File: config.mk
export PLATFORM = sky130hd
export DESIGN_NAME = alpha_atlas_rle_decoder_flat
export DESIGN_NICKNAME = d
export VERILOG_FILES = /design/src/aard_pkg.sv /design/src/aard_if.sv /design/src/alpha_atlas_rle_decoder.sv /design/src/flat_wrapper.sv
export SDC_FILE = /design/constraint.sdc
export NUM_CORES = 1
export LEC_CHECK = 0
export ABC_AREA = 1
export BUFFER_PORTS_ARGS = -buffer_cell sky130_fd_sc_hd__buf_4
export CORE_MARGIN = 3
export CORE_UTILIZATION = 43
export CTS_BUF_LIST = sky130_fd_sc_hd__clkbuf_2
export DETAILED_ROUTE_END_ITERATION = 16
export SYNTH_ARGS = -nofsm -noshare
export SYNTH_HDL_FRONTEND = slang
export SYNTH_SLANG_ARGS = --single-unit
File: constraint.sdc
create_clock -name i_clk -period 5.4 [get_ports i_clk]
set_input_delay 0.27 -clock i_clk [delete_from_list [all_inputs] [get_ports i_clk]]
set_output_delay 0.27 -clock i_clk [all_outputs]
set_load 0.02 [all_outputs]
File: src/aard_pkg.sv
// Shared types and constants for the alpha atlas run-length decoder.
`default_nettype none
package aard_pkg;

    // Width of the pixel counters and of the image size register
    localparam int COUNT_BITS = 24;

    // Token fields
    localparam logic [7:0] TOK_LEN_MASK = 8'h7f;
    localparam logic [7:0] TOK_LIT_BIT  = 8'h80;

    // Status codes
    localparam logic [1:0] ST_RUNNING  = 2'd0;
    localparam logic [1:0] ST_OK       = 2'd1;
    localparam logic [1:0] ST_OVERRUN  = 2'd2;
    localparam logic [1:0] ST_MISMATCH = 2'd3;

    typedef struct packed {
        logic [7:0] alpha;
        logic [7:0] run_length;
        logic       run_end;
        logic [1:0] status;
    } t_result;

    // 4-bit alpha scaled by 17 is the nibble repeated
    function automatic logic [7:0] scale_nibble(input logic [3:0] nib);
        return {nib, nib};
    endfunction

endpackage
`default_nettype wire

File: src/aard_if.sv
// Valid/ready channel interfaces for payload bytes and decoded results.
`default_nettype none
interface aard_in_if;
    logic       valid;
    logic       ready;
    logic [7:0] payload_byte;
    logic       first_byte;
    logic       last_byte;

    modport source (output valid, output payload_byte, output first_byte,
                    output last_byte, input ready);
    modport sink   (input valid, input payload_byte, input first_byte,
                    input last_byte, output ready);
endinterface

interface aard_out_if;
    logic       valid;
    logic       ready;
    logic [7:0] alpha;
    logic [7:0] run_length;
    logic       run_end;
    logic [1:0] status;

    modport source (output valid, output alpha, output run_length,
                    output run_end, output status, input ready);
    modport sink   (input valid, input alpha, input run_length,
                    input run_end, input status, output ready);
endinterface
`default_nettype wire

File: src/alpha_atlas_rle_decoder.sv
// The first result of a byte is registered and on the output in the cycle after its transfer.
// Throughput: one byte per cycle while the output is not stalled; a literal byte holding
// two pixels occupies the single result port until both are taken, so the next byte waits.
// Bytes that give no result (a literal token, or any byte after an error) pass at one per cycle.
// Reset (i_rst_n low, synchronous): decode state cleared and result queue emptied,
// r_total set to 1.
`default_nettype none
module alpha_atlas_rle_decoder (
    input  wire                                  i_clk,
    input  wire                                  i_rst_n,
    input  wire                                  i_cfg_we,
    input  wire [aard_pkg::COUNT_BITS-1:0]       i_cfg_wdata,
    aard_in_if.sink                              i_in,
    aard_out_if.source                           o_out
);

    localparam int CW = aard_pkg::COUNT_BITS;

    // Configuration and decode state
    logic [CW-1:0] r_total;
    logic          r_lit;
    logic [7:0]    r_left;
    logic [CW-1:0] r_emit;
    logic [1:0]    r_err;

    logic          n_lit;
    logic [7:0]    n_left;
    logic [CW-1:0] n_emit;
    logic [1:0]    n_err;

    // Two-entry result queue
    aard_pkg::t_result r_res0, r_res1, n_res0, n_res1;
    logic [1:0]        r_cnt, n_cnt;

    // Results of the byte being transferred
    aard_pkg::t_result d_res0, d_res1;
    logic [1:0]        d_num;

    logic out_fire, in_fire;

    assign o_out.valid      = (r_cnt != 2'd0);
    assign o_out.alpha      = r_res0.alpha;
    assign o_out.run_length = r_res0.run_length;
    assign o_out.run_end    = r_res0.run_end;
    assign o_out.status     = r_res0.status;

    assign out_fire   = o_out.valid && o_out.ready;
    // Accept when the queue is empty after this cycle's pop
    assign i_in.ready = (r_cnt == 2'd0) || ((r_cnt == 2'd1) && o_out.ready);
    assign in_fire    = i_in.valid && i_in.ready;

    // Byte decode
    always_comb begin
        logic          c_lit;
        logic [7:0]    c_left;
        logic [CW-1:0] c_emit;
        logic [1:0]    c_err;
        logic [7:0]    b;
        logic [7:0]    len;
        logic [CW-1:0] free;
        logic [1:0]    fs;

        b      = i_in.payload_byte;
        c_lit  = i_in.first_byte ? 1'b0 : r_lit;
        c_left = i_in.first_byte ? 8'd0 : r_left;
        c_emit = i_in.first_byte ? '0 : r_emit;
        c_err  = i_in.first_byte ? aard_pkg::ST_RUNNING : r_err;
        len    = (b & aard_pkg::TOK_LEN_MASK) + 8'd1;
        free   = r_total - c_emit;
        fs     = aard_pkg::ST_RUNNING;

        d_res0 = '0;
        d_res1 = '0;
        d_num  = 2'd0;

        if (c_err == aard_pkg::ST_RUNNING) begin
            if (c_lit && (c_left != 8'd0)) begin
                // Literal pair, high nibble first
                d_res0.alpha      = aard_pkg::scale_nibble(b[7:4]);
                d_res0.run_length = 8'd1;
                d_num             = 2'd1;
                c_emit            = c_emit + CW'(1);
                c_left            = c_left - 8'd1;
                if (c_left != 8'd0) begin
                    d_res1.alpha      = aard_pkg::scale_nibble(b[3:0]);
                    d_res1.run_length = 8'd1;
                    d_num             = 2'd2;
                    c_emit            = c_emit + CW'(1);
                    c_left            = c_left - 8'd1;
                end
                if (c_left == 8'd0) begin
                    c_lit = 1'b0;
                end
            end else begin
                // Token
                c_lit = 1'b0;
                if (c_emit >= r_total) begin
                    c_err = aard_pkg::ST_MISMATCH;
                end else if (CW'(len) > free) begin
                    c_err = aard_pkg::ST_OVERRUN;
                end else if ((b & aard_pkg::TOK_LIT_BIT) == 8'd0) begin
                    d_res0.alpha      = 8'd0;
                    d_res0.run_length = len;
                    d_num             = 2'd1;
                    c_emit            = c_emit + CW'(len);
                end else begin
                    c_lit  = 1'b1;
                    c_left = len;
                end
            end
        end

        // End-of-payload check
        if (i_in.last_byte) begin
            if (c_err != aard_pkg::ST_RUNNING) begin
                fs = c_err;
            end else if (c_lit || (c_emit != r_total)) begin
                fs = aard_pkg::ST_MISMATCH;
            end else begin
                fs = aard_pkg::ST_OK;
            end
            if (d_num == 2'd0) begin
                d_num = 2'd1;
            end
            if (d_num == 2'd2) begin
                d_res1.status = fs;
            end else begin
                d_res0.status = fs;
            end
            c_lit  = 1'b0;
            c_left = 8'd0;
            c_emit = '0;
            c_err  = aard_pkg::ST_RUNNING;
        end

        // Mark the last result of this byte
        if (d_num == 2'd2) begin
            d_res1.run_end = 1'b1;
        end else begin
            d_res0.run_end = 1'b1;
        end

        n_lit  = c_lit;
        n_left = c_left;
        n_emit = c_emit;
        n_err  = c_err;
    end

    // Queue update
    always_comb begin
        n_res0 = out_fire ? r_res1 : r_res0;
        n_res1 = r_res1;
        n_cnt  = r_cnt - {1'b0, out_fire};
        if (in_fire) begin
            n_res0 = d_res0;
            n_res1 = d_res1;
            n_cnt  = d_num;
        end
    end

    // Control state
    always_ff @(posedge i_clk) begin
        if (!i_rst_n) begin
            r_total <= CW'(1);
            r_lit   <= 1'b0;
            r_left  <= 8'd0;
            r_emit  <= '0;
            r_err   <= aard_pkg::ST_RUNNING;
            r_cnt   <= 2'd0;
        end else begin
            if (i_cfg_we) begin
                r_total <= i_cfg_wdata;
            end
            if (in_fire) begin
                r_lit  <= n_lit;
                r_left <= n_left;
                r_emit <= n_emit;
                r_err  <= n_err;
            end
            r_cnt <= n_cnt;
        end
    end

    // Result payload
    always_ff @(posedge i_clk) begin
        r_res0 <= n_res0;
        r_res1 <= n_res1;
    end

endmodule
`default_nettype wire

File: src/flat_wrapper.sv
// flat-port wrapper written by rule: the top's interface ports become plain ports
module alpha_atlas_rle_decoder_flat 
  (i_clk, i_rst_n, i_cfg_we, i_cfg_wdata, i_in_valid, i_in_payload_byte, i_in_first_byte, i_in_last_byte, i_in_ready, o_out_valid, o_out_alpha, o_out_run_length, o_out_run_end, o_out_status, o_out_ready);
  aard_in_if i_in_i ();
  aard_out_if o_out_i ();
  input  wire i_clk;
  input  wire i_rst_n;
  input  wire i_cfg_we;
  input  wire [aard_pkg::COUNT_BITS-1:0] i_cfg_wdata;
  input wire logic [$bits(i_in_i.valid)-1:0] i_in_valid;
  input wire logic [$bits(i_in_i.payload_byte)-1:0] i_in_payload_byte;
  input wire logic [$bits(i_in_i.first_byte)-1:0] i_in_first_byte;
  input wire logic [$bits(i_in_i.last_byte)-1:0] i_in_last_byte;
  output wire logic [$bits(i_in_i.ready)-1:0] i_in_ready;
  output wire logic [$bits(o_out_i.valid)-1:0] o_out_valid;
  output wire logic [$bits(o_out_i.alpha)-1:0] o_out_alpha;
  output wire logic [$bits(o_out_i.run_length)-1:0] o_out_run_length;
  output wire logic [$bits(o_out_i.run_end)-1:0] o_out_run_end;
  output wire logic [$bits(o_out_i.status)-1:0] o_out_status;
  input wire logic [$bits(o_out_i.ready)-1:0] o_out_ready;
  assign i_in_i.valid = i_in_valid;
  assign i_in_i.payload_byte = i_in_payload_byte;
  assign i_in_i.first_byte = i_in_first_byte;
  assign i_in_i.last_byte = i_in_last_byte;
  assign i_in_ready = i_in_i.ready;
  assign o_out_valid = o_out_i.valid;
  assign o_out_alpha = o_out_i.alpha;
  assign o_out_run_length = o_out_i.run_length;
  assign o_out_run_end = o_out_i.run_end;
  assign o_out_status = o_out_i.status;
  assign o_out_i.ready = o_out_ready;
  alpha_atlas_rle_decoder u_core (.i_clk(i_clk), .i_rst_n(i_rst_n), .i_cfg_we(i_cfg_we), .i_cfg_wdata(i_cfg_wdata), .i_in(i_in_i), .o_out(o_out_i));
endmodule
==> results of run 1 <==
## kinds of logic after synthesis
group / after synthesis
adder cells (fa/ha/maj): 52
AND/OR/NAND/NOR: 943
AO/OA/AOI/OAI: 202
flip-flops: 84
XOR/XNOR: 46
buffers and inverters: 302
## registers in the layout, summed over array words and instances (netlist names)
signal	count
u_core.r_emit	24
u_core.r_total	24
u_core.o_out.run_length	8
u_core.r_left	8
u_core.r_res1	8
u_core.o_out.alpha	4
u_core.o_out.status	2
u_core.r_cnt	2
u_core.r_err	2
u_core.o_out.run_end	1
u_core.r_lit	1
## worst min-delay path by stage
stage                                  startpoint                              end  slack (ns)  cells past startpoint
floorplan                                i_cfg_we   u_core.r_total[0]$_SDFFE_PN1P_        0.38                      1
global placement    u_core.r_left[0]$_SDFFE_PN0P_    u_core.r_left[0]$_SDFFE_PN0P_        0.45                      2
detailed placement  u_core.r_emit[7]$_SDFFE_PN0P_    u_core.r_emit[7]$_SDFFE_PN0P_        0.46                      2
CTS                               i_cfg_wdata[10]  u_core.r_total[10]$_SDFFE_PN0P_       0.005                      3
global route                              i_rst_n  u_core.r_total[14]$_SDFFE_PN0P_        0.02                      3
finish                            i_cfg_wdata[10]  u_core.r_total[10]$_SDFFE_PN0P_        0.03                      3
## what timing repair did
| action | 4_1_cts | 5_1_grt |
|---|---|---|
| resized for setup | 0 | 10 |
| hold buffers | 46 | 0 |
| endpoints found under the setup margin | 0 | 2 |
| hold endpoints to repair | 30 | 0 |
## metal layers
metal / track usage [%] / vias to the layer above / wire, um
li1: - / 5429 / -
met3: 3.98 / 48 / 2610
met5: 0 / - / 0
met4: 6.90 / 0 / 671
met1: 40.8 / 5012 / 16000
met2: 44.4 / 390 / 15000
## per-stage QoR
stage	utilization (%)	std cells	hold slack (ns)	area, um2
floorplan	-	1629	0.382	9570
CTS	51.0	2001	0.00536	10900
global route	51.1	2002	0.0151	11000
global placement	48.1	1939	0.453	10300
detailed placement	48.1	1939	0.458	10300
finish	51.1	2002	0.0343	11000
## worst max-delay path: cells and delay by family (launching register included)
family	cells	cell delay, ns
DFF	1	0.42
AOI/OAI and AO/OA	1	0.15
adders and majority gates	2	0.66
and+or+nand+nor	28	2.72
xor gates and xnor gates	1	0.17
buffers and inverters	5	0.53
## area by class of cell
cell class / instances / area, um2 / area share (%)
well taps: 275 / 344 / 3.14
clock buffers: 10 / 50.0 / 0.457
repair buffers: 133 / 1120 / 10.2
inverters: 250 / 945 / 8.62
diodes: 1 / 2.50 / 0.0228
flip-flops and latches: 84 / 1920 / 17.5
clock inverters: 6 / 96.3 / 0.879
multi-input cells: 1243 / 6480 / 59.2
## Yosys cell counts (all sizes together)
master   count  area share (%)
edfxtp      23             7.2
nand3b       4            0.31
o21bai       3            0.24
clkinv       2           0.091
nor4         3            0.20
nor3        23             1.5
o211ai       6            0.47
fa           2            0.42
a32o         1            0.10
ha          50             6.5
a31oi        5            0.33
a2bb2oi      2            0.18
nor2b        1            0.14
a211oi       1           0.079
xor2        38             3.6
xnor2        8            0.73
a21boi       1           0.079
o31ai        2            0.16
nor2       171             8.4
nand2      534              22
and3         1           0.065
o2111ai      8            0.73
or2          1           0.065
o21a         3            0.24
nand3      157             8.6
nand4       48             3.1
inv        248             9.8
a221oi       3            0.27
a21oi      107             5.6
o21ai       60             3.1
dfxtp       61              13
buf         19             1.5
clkbuf      33             1.3
## report_power, final
group | total [mW] | internal [mW] | switching, mW
clock | 0.431 | 0.161 | 0.270
sequential | 0.725 | 0.695 | 0.0298
combinational | 0.778 | 0.272 | 0.505
==> results.json, run 1 <==
{
  "status": "finished, final reports clean",
  "io_buffers": 59,
  "startpoint_type": "register",
  "clockBufferDepth": 2,
  "antenna_found_initial": 1,
  "drc": 0,
  "num_vias": 10900,
  "fillers": 2347,
  "die_h_um": 155,
  "worstPathArrival_ns": 5.30,
  "slew_headroom_pct": 38.1,
  "wire_per_inst_um": 17.1,
  "powerDensity_nw_per_um2": 176,
  "synthToLayoutAreaGrowth_pct": 14.5,
  "via_per_inst": 5.43,
  "crit_end": "u_core.o_out.status[1]$_DFFE_PP_",
  "critPathRequiredTime_ns": 5.85,
  "grt_pass1_vias": 10000,
  "coreArea_um2": 21400,
  "critPathLaunch": "u_core.r_emit[5]$_SDFFE_PN0P_",
  "max_stage_delay_ns": 0.42,
  "firstDrtPassIters": 5,
  "cts_setup_buffers": 0,
  "r2r-end": "u_core.o_out.status[1]$_DFFE_PP_",
  "htreeDepth": 3,
  "yosys_warnings": 0,
  "synth_simple_gate_area_share_pct": 44.5,
  "critical_path_class": "reg2reg",
  "r2r-start": "u_core.r_emit[5]$_SDFFE_PN0P_",
  "avgSynthCellArea_um2": 5.87,
  "synth-adder-area-share_pct": 6.96,
  "fmax_mhz": 206,
  "synth_area_um2": 9570,
  "mostFrequentLayoutCells": "511 x nand2_1, 241 x inv_1, 149 x nand3_1",
  "grt_pass1_wl_mm": 53.8,
  "clock_sinks": 84,
  "wl_mm": 34.3,
  "yosysSeqAreaShare_pct": 20.0,
  "finClkSkew_ns": 0.0376,
  "grt_max_degree": 51,
  "cts_tree": "built",
  "syn_nets": 1720,
  "final.setup.worst_slack_ns": 0.546,
  "synth_compound_area_share_pct": 11.7,
  "initial_core_util_pct": 44.7,
  "grt_use_total_pct": 28.2,
  "hold_class": "in2reg",
  "worst_pin_slew_ns": 0.928,
  "tns_ns": 0,
  "yosysUniqueCellTypes": 54,
  "drtIter0Drc": 1041,
  "fin_crit_sh_pct": 89.9,
  "clkLatencyLatePin_ns": 0.65,
  "peakVddDrop_v": 0.0000852,
  "min_period_ns": 4.85,
  "die_x_um": 155,
  "row_count": 53,
  "power_mw": 1.93,
  "cts-root-buf": "clkbuf_2",
  "synth_top_family_by_area": "simple AND/OR/NAND/NOR gates",
  "r2r_slack_ns": 0.55,
  "power.leakage_nw": 5.36,
  "place_congestion": 0.999,
  "setup_viol": 0,
  "max_cap_violations": 0,
  "place_ws_ns": 0.337,
  "drv_slew": 0,
  "end_kind": "register",
  "synthMuxAreaShare_pct": 0,
  "hpwl_mm": 26.8,
  "nets": 1812,
  "rsz0062_at_grt": "no",
  "slowest_stage": "dfxtp_2",
  "syn_inst": 1629,
  "drive_above_1_share_pct": 10.6,
  "grt_overflow": 0,
  "critPathMaxFanout": 26,
  "ant_nets": 0,
  "reg2regPathDepth": 37,
  "ios": 60,
  "path_clk_slew_ns": 0.27,
  "numCtsBuffers": 9,
  "final_common_cell": "nand2_1",
  "path_common_cell": "nand2_1",
  "synth-xor-area-share_pct": 4.29,
  "ys_ff_latch": 84,
  "hold_viol_final": 0,
  "die_area_um2": 24100
}
Note: power is estimated with default switching activity, not from simulation.
==> inputs of run 2 (changes only) <==
--- a/config.mk
+++ b/config.mk
@@ -11,6 +11,7 @@
 export CORE_UTILIZATION = 43
 export CTS_BUF_LIST = sky130_fd_sc_hd__clkbuf_2
 export DETAILED_ROUTE_END_ITERATION = 16
+export REMOVE_ABC_BUFFERS = 1
 export SYNTH_ARGS = -nofsm -noshare
 export SYNTH_HDL_FRONTEND = slang
 export SYNTH_SLANG_ARGS = --single-unit
==> constraint.sdc (replaced) <==
create_clock -name i_clk -period 4.8 [get_ports i_clk]
set_input_delay 0.24 -clock i_clk [delete_from_list [all_inputs] [get_ports i_clk]]
set_output_delay 0.24 -clock i_clk [all_outputs]
set_load 0.02 [all_outputs]
==> run 2 against run 1 <==
Against the previous run:
- register-to-register slack worse by 0.36 ns
- clock skew about the same
- global-route usage up 1.2 points
- sequential cell count unchanged
- utilization up 4.2 points
- clock power up 18%
- maximum frequency up 5.1%
- non-clock buffer count up 74
- worst setup slack worse by 0.36 ns
- first-iteration DRC count up 16%
- critical endpoint unchanged
- largest power group unchanged
==> results.json, run 2 (synthesis gave the netlist of run 1 again) <==
{
  "status": "finished, final reports clean",
  "path_clk_slew_ns": 0.28,
  "place_congestion": 1.01,
  "htreeDepth": 3,
  "num_vias": 11200,
  "peakVddDrop_v": 0.000147,
  "row_count": 53,
  "r2r-end": "u_core.o_out.status[1]$_DFFE_PP_",
  "instances_no_fill": 2076,
  "hold_ws_ns": 0.0415,
  "clkLatencyLatePin_ns": 0.64,
  "reg2regPathDepth": 36,
  "power.leakage_nw": 5.79,
  "die_h_um": 155,
  "path_common_cell": "nand2_1",
  "firstDrtPassIters": 8,
  "critPathLaunch": "u_core.r_emit[0]$_SDFFE_PN0P_",
  "antenna_found_initial": 1,
  "fmax_mhz": 217,
  "via_per_inst": 5.39,
  "synthToLayoutAreaGrowth_pct": 23.8,
  "ios": 60,
  "finClkSkew_ns": 0.0380,
  "slew_headroom_pct": 57.8,
  "mostFrequentLayoutCells": "488 x nand2_1, 235 x inv_1, 146 x buf_4",
  "rsz0062_at_grt": "yes",
  "crit_end": "u_core.o_out.status[1]$_DFFE_PP_",
  "die_x_um": 155,
  "fillers": 2269,
  "power_mw": 2.29,
  "wire_per_inst_um": 17.4,
  "tns_ns": 0,
  "powerDensity_nw_per_um2": 193,
  "setup_viol": 0,
  "critPathMaxFanout": 8,
  "hold_class": "in2reg",
  "min_period_ns": 4.62,
  "end_kind": "register",
  "clockPowerShare_pct": 22.2,
  "clockBufferDepth": 2,
  "wl_mm": 36.2,
  "io_buffers": 59,
  "drv_slew": 0,
  "drive_above_1_share_pct": 17.2,
  "ant_nets": 0,
  "numCtsBuffers": 9,
  "switching_share_pct": 41.8,
  "grt_use_total_pct": 29.4,
  "dp_cells": 1999,
  "postLayoutCoreUtil_pct": 55.3,
  "grt_pass1_wl_mm": 55.6,
  "hold_viol_final": 0,
  "grt_pass1_vias": 10100,
  "max_cap_violations": 0,
  "worst_pin_slew_ns": 0.632,
  "grt_max_degree": 51,
  "coreArea_um2": 21400,
  "fin_crit_sh_pct": 96.2,
  "clock_sinks": 84,
  "worstPathArrival_ns": 5.04,
  "drc": 0,
  "max_stage_delay_ns": 0.42,
  "drtIter0Drc": 1208,
  "switchingPower_mw": 0.956,
  "largest_registers": "u_core.r_emit (24), u_core.r_total (24)",
  "die_area_um2": 24100,
  "critical_path_class": "reg2reg",
  "nets": 1886,
  "r2r_slack_ns": 0.18,
  "cts-root-buf": "clkbuf_2",
  "p_seq_share_pct": 35.7,
  "cts_tree": "built",
  "slowest_stage": "dfxtp_2",
  "r2r-start": "u_core.r_emit[0]$_SDFFE_PN0P_",
  "startpoint_type": "register",
  "final_common_cell": "nand2_1",
  "power.internal_mw": 1.33,
  "grt_overflow": 0,
  "hpwl_mm": 27.9,
  "initial_core_util_pct": 44.7,
  "critPathRequiredTime_ns": 5.22,
  "p_comb_share_pct": 42.2
}
run 2: how the worst min path moves through the flow:
| stage | end | slack, ns | startpoint | cells past startpoint |
|---|---|---|---|---|
| after floorplan | u_core.r_total[0]$_SDFFE_PN1P_ | 0.35 | i_cfg_we | 1 |
| after global placement | u_core.r_emit[21]$_SDFFE_PN0P_ | 0.45 | u_core.r_emit[21]$_SDFFE_PN0P_ | 2 |
| after detailed placement | u_core.r_left[0]$_SDFFE_PN0P_ | 0.46 | u_core.r_left[0]$_SDFFE_PN0P_ | 2 |
| after CTS | u_core.r_total[10]$_SDFFE_PN0P_ | 0.008 | i_rst_n | 3 |
| after global routing | u_core.r_total[10]$_SDFFE_PN0P_ | 0.02 | i_rst_n | 3 |
| final | u_core.r_total[10]$_SDFFE_PN0P_ | 0.04 | i_rst_n | 3 |
run 2: power groups by stage:
stage | Sequential, mW | Combinational (mW) | Clock [mW]
floorplan | 0.846 | 0.515 | 0
global placement | 0.826 | 0.864 | 0
detailed placement | 0.826 | 0.864 | 0
CTS | 0.813 | 0.903 | 0.511
global route | 0.822 | 1.07 | 0.538
finish | 0.816 | 0.964 | 0.507
run 2: critical path: cells and delay by family, from the launching register on:
| kind | cells | cell delay [ns] |
|---|---|---|
| compound gates | 1 | 0.16 |
| xor+xnor | 1 | 0.12 |
| fa+ha+maj | 3 | 0.78 |
| buf+inv | 5 | 0.56 |
| flops | 1 | 0.42 |
| simple gates | 26 | 2.38 |
run 2: area by class of cell:
| cell class | count | area (um2) | share of cell area (%) |
|---|---|---|---|
| diodes | 1 | 2.50 | 0.0211 |
| clock buffers | 9 | 45.0 | 0.380 |
| clock inverters | 7 | 103 | 0.866 |
| inverters | 250 | 947 | 8.00 |
| multi-input cells | 1243 | 6690 | 56.5 |
| flip-flops and latches | 84 | 1920 | 16.2 |
| well taps | 275 | 344 | 2.90 |
| repair buffers | 207 | 1790 | 15.1 |
run 2: through the flow:
step | setup WS [ns] | area [um2]
2_1_floorplan | -0.483 | 9300
3_3_place_gp | 0.0208 | 10800
3_5_place_dp | -0.0431 | 10800
4_1_cts | 0.0594 | 11400
5_1_grt | -0.103 | 11800
6_report | 0.184 | 11800
run 2: what timing repair did:
| item | in CTS | in global routing |
|---|---|---|
| endpoints found under the hold margin | 33 | 0 |
| gates resized for setup | 0 | 80 |
| hold buffers | 51 | 0 |
| buffers inserted | 0 | 6 |
| endpoints found under the setup margin | 0 | 2 |
run 2: metal layers:
layer / wire, um / track usage (%)
met5: 0 / 0
met3: 3380 / 5.45
met4: 801 / 7.44
met2: 15400 / 44.1
met1: 16600 / 43.3
==> inputs of run 3 (changes only) <==
--- a/config.mk
+++ b/config.mk
@@ -5,7 +5,6 @@
 export SDC_FILE = /design/constraint.sdc
 export NUM_CORES = 1
 export LEC_CHECK = 0
-export ABC_AREA = 1
 export BUFFER_PORTS_ARGS = -buffer_cell sky130_fd_sc_hd__buf_4
 export CORE_MARGIN = 3
 export CORE_UTILIZATION = 43
==> run 3 against run 2 <==
Against the previous run:
- the flow now finishes with violations (negative setup slack)
- count of clock-buffer cells in the layout unchanged
- sequential cell count did not move
- clock skew increased by 0.013 ns
- sequential share of layout area decreased by 2.6 points
- die area is 5.7% higher
- cell area is 19% higher
- combinational power grew 31%
- global-route usage grew 4.1 points
- register-to-register slack got worse by 0.64 ns
- highest routed layer unchanged
==> results.json, run 3 <==
{
  "synth_area_um2": 10100,
  "path_clk_slew_ns": 0.31,
  "hpwl_mm": 34.1,
  "die_area_um2": 25500,
  "critPathRequiredTime_ns": 5.28,
  "fmax_mhz": 190,
  "row_count": 55,
  "numCtsBuffers": 9,
  "coreArea_um2": 22900,
  "drc": 0,
  "r2r-end": "u_core.o_out.status[1]$_DFFE_PP_",
  "instances_no_fill": 2005,
  "end_kind": "register",
  "slowest_stage": "or4_4",
  "drive_above_1_share_pct": 33.9,
  "postLayoutCoreUtil_pct": 61.4,
  "min_period_ns": 5.26,
  "synth_edf_count": 23,
  "grt_max_degree": 62,
  "cts-root-buf": "clkbuf_2",
  "violations": "negative setup slack",
  "avgSynthCellArea_um2": 7.62,
  "nets": 1777,
  "critPathLaunch": "u_core.r_emit[0]$_SDFFE_PN0P_",
  "power.leakage_nw": 5.93,
  "final.setup.worst_slack_ns": -0.460,
  "antenna_found_initial": 1,
  "crit_end": "u_core.o_out.status[1]$_DFFE_PP_",
  "hold_viol_final": 0,
  "drv_slew": 0,
  "critPathMaxFanout": 6,
  "path_delay_family": "simple AND/OR/NAND/NOR gates",
  "drtIter0Drc": 1133,
  "startpoint_type": "register",
  "synth_top_flop_cell": "dfxtp_1",
  "setup_viol": 8,
  "io_buffers": 59,
  "fin_crit_sh_pct": 110,
  "peakVddDrop_v": 0.0000954,
  "slew_headroom_pct": 50.3,
  "cts_tree": "built",
  "syn_inst": 1330,
  "grt_pass1_vias": 11500,
  "clockBufferDepth": 2,
  "multiInputGateArea_um2": 7960,
  "synth_top_area_share_pct": 12.0,
  "worstPathArrival_ns": 5.74,
  "synthToLayoutAreaGrowth_pct": 38.7,
  "wl_mm": 44.2,
  "seqCellArea_um2": 1920,
  "grt_overflow": 0,
  "place_congestion": 1.09,
  "max_cap_violations": 0,
  "mostFrequentLayoutCells": "387 x buf_4, 124 x nand2_1, 86 x nor2_1",
  "final_common_cell": "buf_4",
  "grt_use_total_pct": 33.5,
  "clkLatencyLatePin_ns": 0.67,
  "synth_area_leaders": "dfxtp_1 12%, edfxtp_1 6.8%, ha_1 6.2%",
  "reg2regPathDepth": 24,
  "rsz0062_at_grt": "yes",
  "yosys-top-cells-count": "129 x nand2_1, 93 x nor2_1, 81 x a21oi_1, 69 x o21ai_0, 62 x nor2b_1",
  "num_vias": 12100,
  "ios": 60,
  "hold_ws_ns": 0.0647,
  "place_ws_ns": -1.14,
  "worstSetupPathDepth": 24,
  "dp_cells": 1940,
  "r2r_slack_ns": -0.46,
  "largest_registers": "u_core.r_emit (24), u_core.r_total (24)",
  "wire_per_inst_um": 22.0,
  "worst_pin_slew_ns": 0.745,
  "placed_cell_area_um2": 12900,
  "synth_top_area_cell": "dfxtp_1",
  "via_per_inst": 6.03,
  "finClkSkew_ns": 0.0514,
  "yosysSeqAreaShare_pct": 18.9,
  "crit_path_cell_trace": "nor2b_4 -> ha_4 -> inv_2 -> fa_2 -> a211oi_2 -> o21ai_2 -> xnor2_1 -> ha_1 -> nand4_1 -> o22ai_2 -> or4_4 -> nor3_4 -> o311ai_2 -> a2111oi_2 -> buf_4 -> and3_4 -> buf_6 -> a21bo_4 -> nor2_2 -> a221o_1 -> xnor2_2 -> nand4b_1 -> nor4_2 -> a21oi_1",
  "ys_async_sr_fraction_pct": 0,
  "max_stage_delay_ns": 0.45,
  "hold_class": "in2reg",
  "firstDrtPassIters": 6,
  "die_h_um": 160,
  "post-route-cell-area_um2": 14100,
  "yosysMostFrequentCell": "nand2_1",
  "status": "finished with violations",
  "critical_path_class": "reg2reg",
  "grt_pass1_wl_mm": 67.1,
  "fillers": 2111,
  "powerDensity_nw_per_um2": 176,
  "ys_ff_latch": 84,
  "cp_num_buf_inv": 3,
  "r2r-start": "u_core.r_emit[0]$_SDFFE_PN0P_",
  "clock_sinks": 84,
  "yosys_warnings": 0,
  "ant_nets": 0,
  "die_x_um": 160,
  "yosysUniqueCellTypes": 117,
  "initial_core_util_pct": 44.2,
  "htreeDepth": 3
}
## run 3: worst min path at each step
stage	startpoint	end	slack, ns	depth (start not counted)
3_5_place_dp	i_cfg_wdata[0]	u_core.r_total[0]$_SDFFE_PN1P_	0.47	3
6_report	i_cfg_we	u_core.r_total[0]$_SDFFE_PN1P_	0.06	3
5_1_grt	i_cfg_we	u_core.r_total[0]$_SDFFE_PN1P_	0.04	3
3_3_place_gp	i_cfg_wdata[0]	u_core.r_total[0]$_SDFFE_PN1P_	0.46	3
2_1_floorplan	i_rst_n	u_core.r_total[0]$_SDFFE_PN1P_	0.34	1
4_1_cts	i_cfg_we	u_core.r_total[0]$_SDFFE_PN1P_	0.02	3
## run 3: where the power goes
part,total [mW],internal (mW),switching [mW]
Sequential,0.822,0.790,0.0313
Clock,0.403,0.0772,0.326
Combinational,1.26,0.569,0.687
## run 3: what timing repair did
item	CTS	global route
hold endpoints to repair	34	0
cloned	1	1
setup buffers	8	7
hold buffers	32	0
pin swaps	32	28
resized for setup	77	62
setup endpoints to repair	46	45
## run 3: area by class of cell
cell class                 count  area share (%)
sequential                    84            13.6
tap                          313            2.79
clock inverter                 7           0.454
antenna                        1          0.0178
timing repair buffer         438            24.7
multi-input combinational   1096            56.6
inverter                      57            1.52
clock buffer                   9           0.320
## run 3: worst min-delay path, cell delays in order
cell and delay (ns):
buf_4 0.25, nand2_1 0.12, o211ai_1 0.07
## run 3: through the flow
stage          total power [mW]  setup TNS [ns]
2_1_floorplan              1.40           -1.50
3_3_place_gp               1.93          -14.44
3_5_place_dp               1.94          -18.79
4_1_cts                    2.41           -1.26
5_1_grt                    2.60           -4.64
6_report                   2.48           -1.56
## run 3: cell families (layout without fill, tap and decap cells)
kind of cell	count (synthesis)	after routing	share of synthesized area, %
and+or+nand+nor	561	561	30.5
AOI/OAI and AO/OA	363	363	24.9
buffers and inverters	150	511	7.62
xor gates and xnor gates	84	84	7.92
DFF	84	84	18.9
adders and majority gates	52	52	6.57
muxes	36	36	3.70
other	0	1	0
## run 3: metal layers
layer	up-vias	track usage, %	routed length, um
met4	0	16.8	2820
met2	615	54.1	19700
met5	-	0	0
met3	173	4.99	3180
met1	5692	43.4	18500
li1	5612	-	-
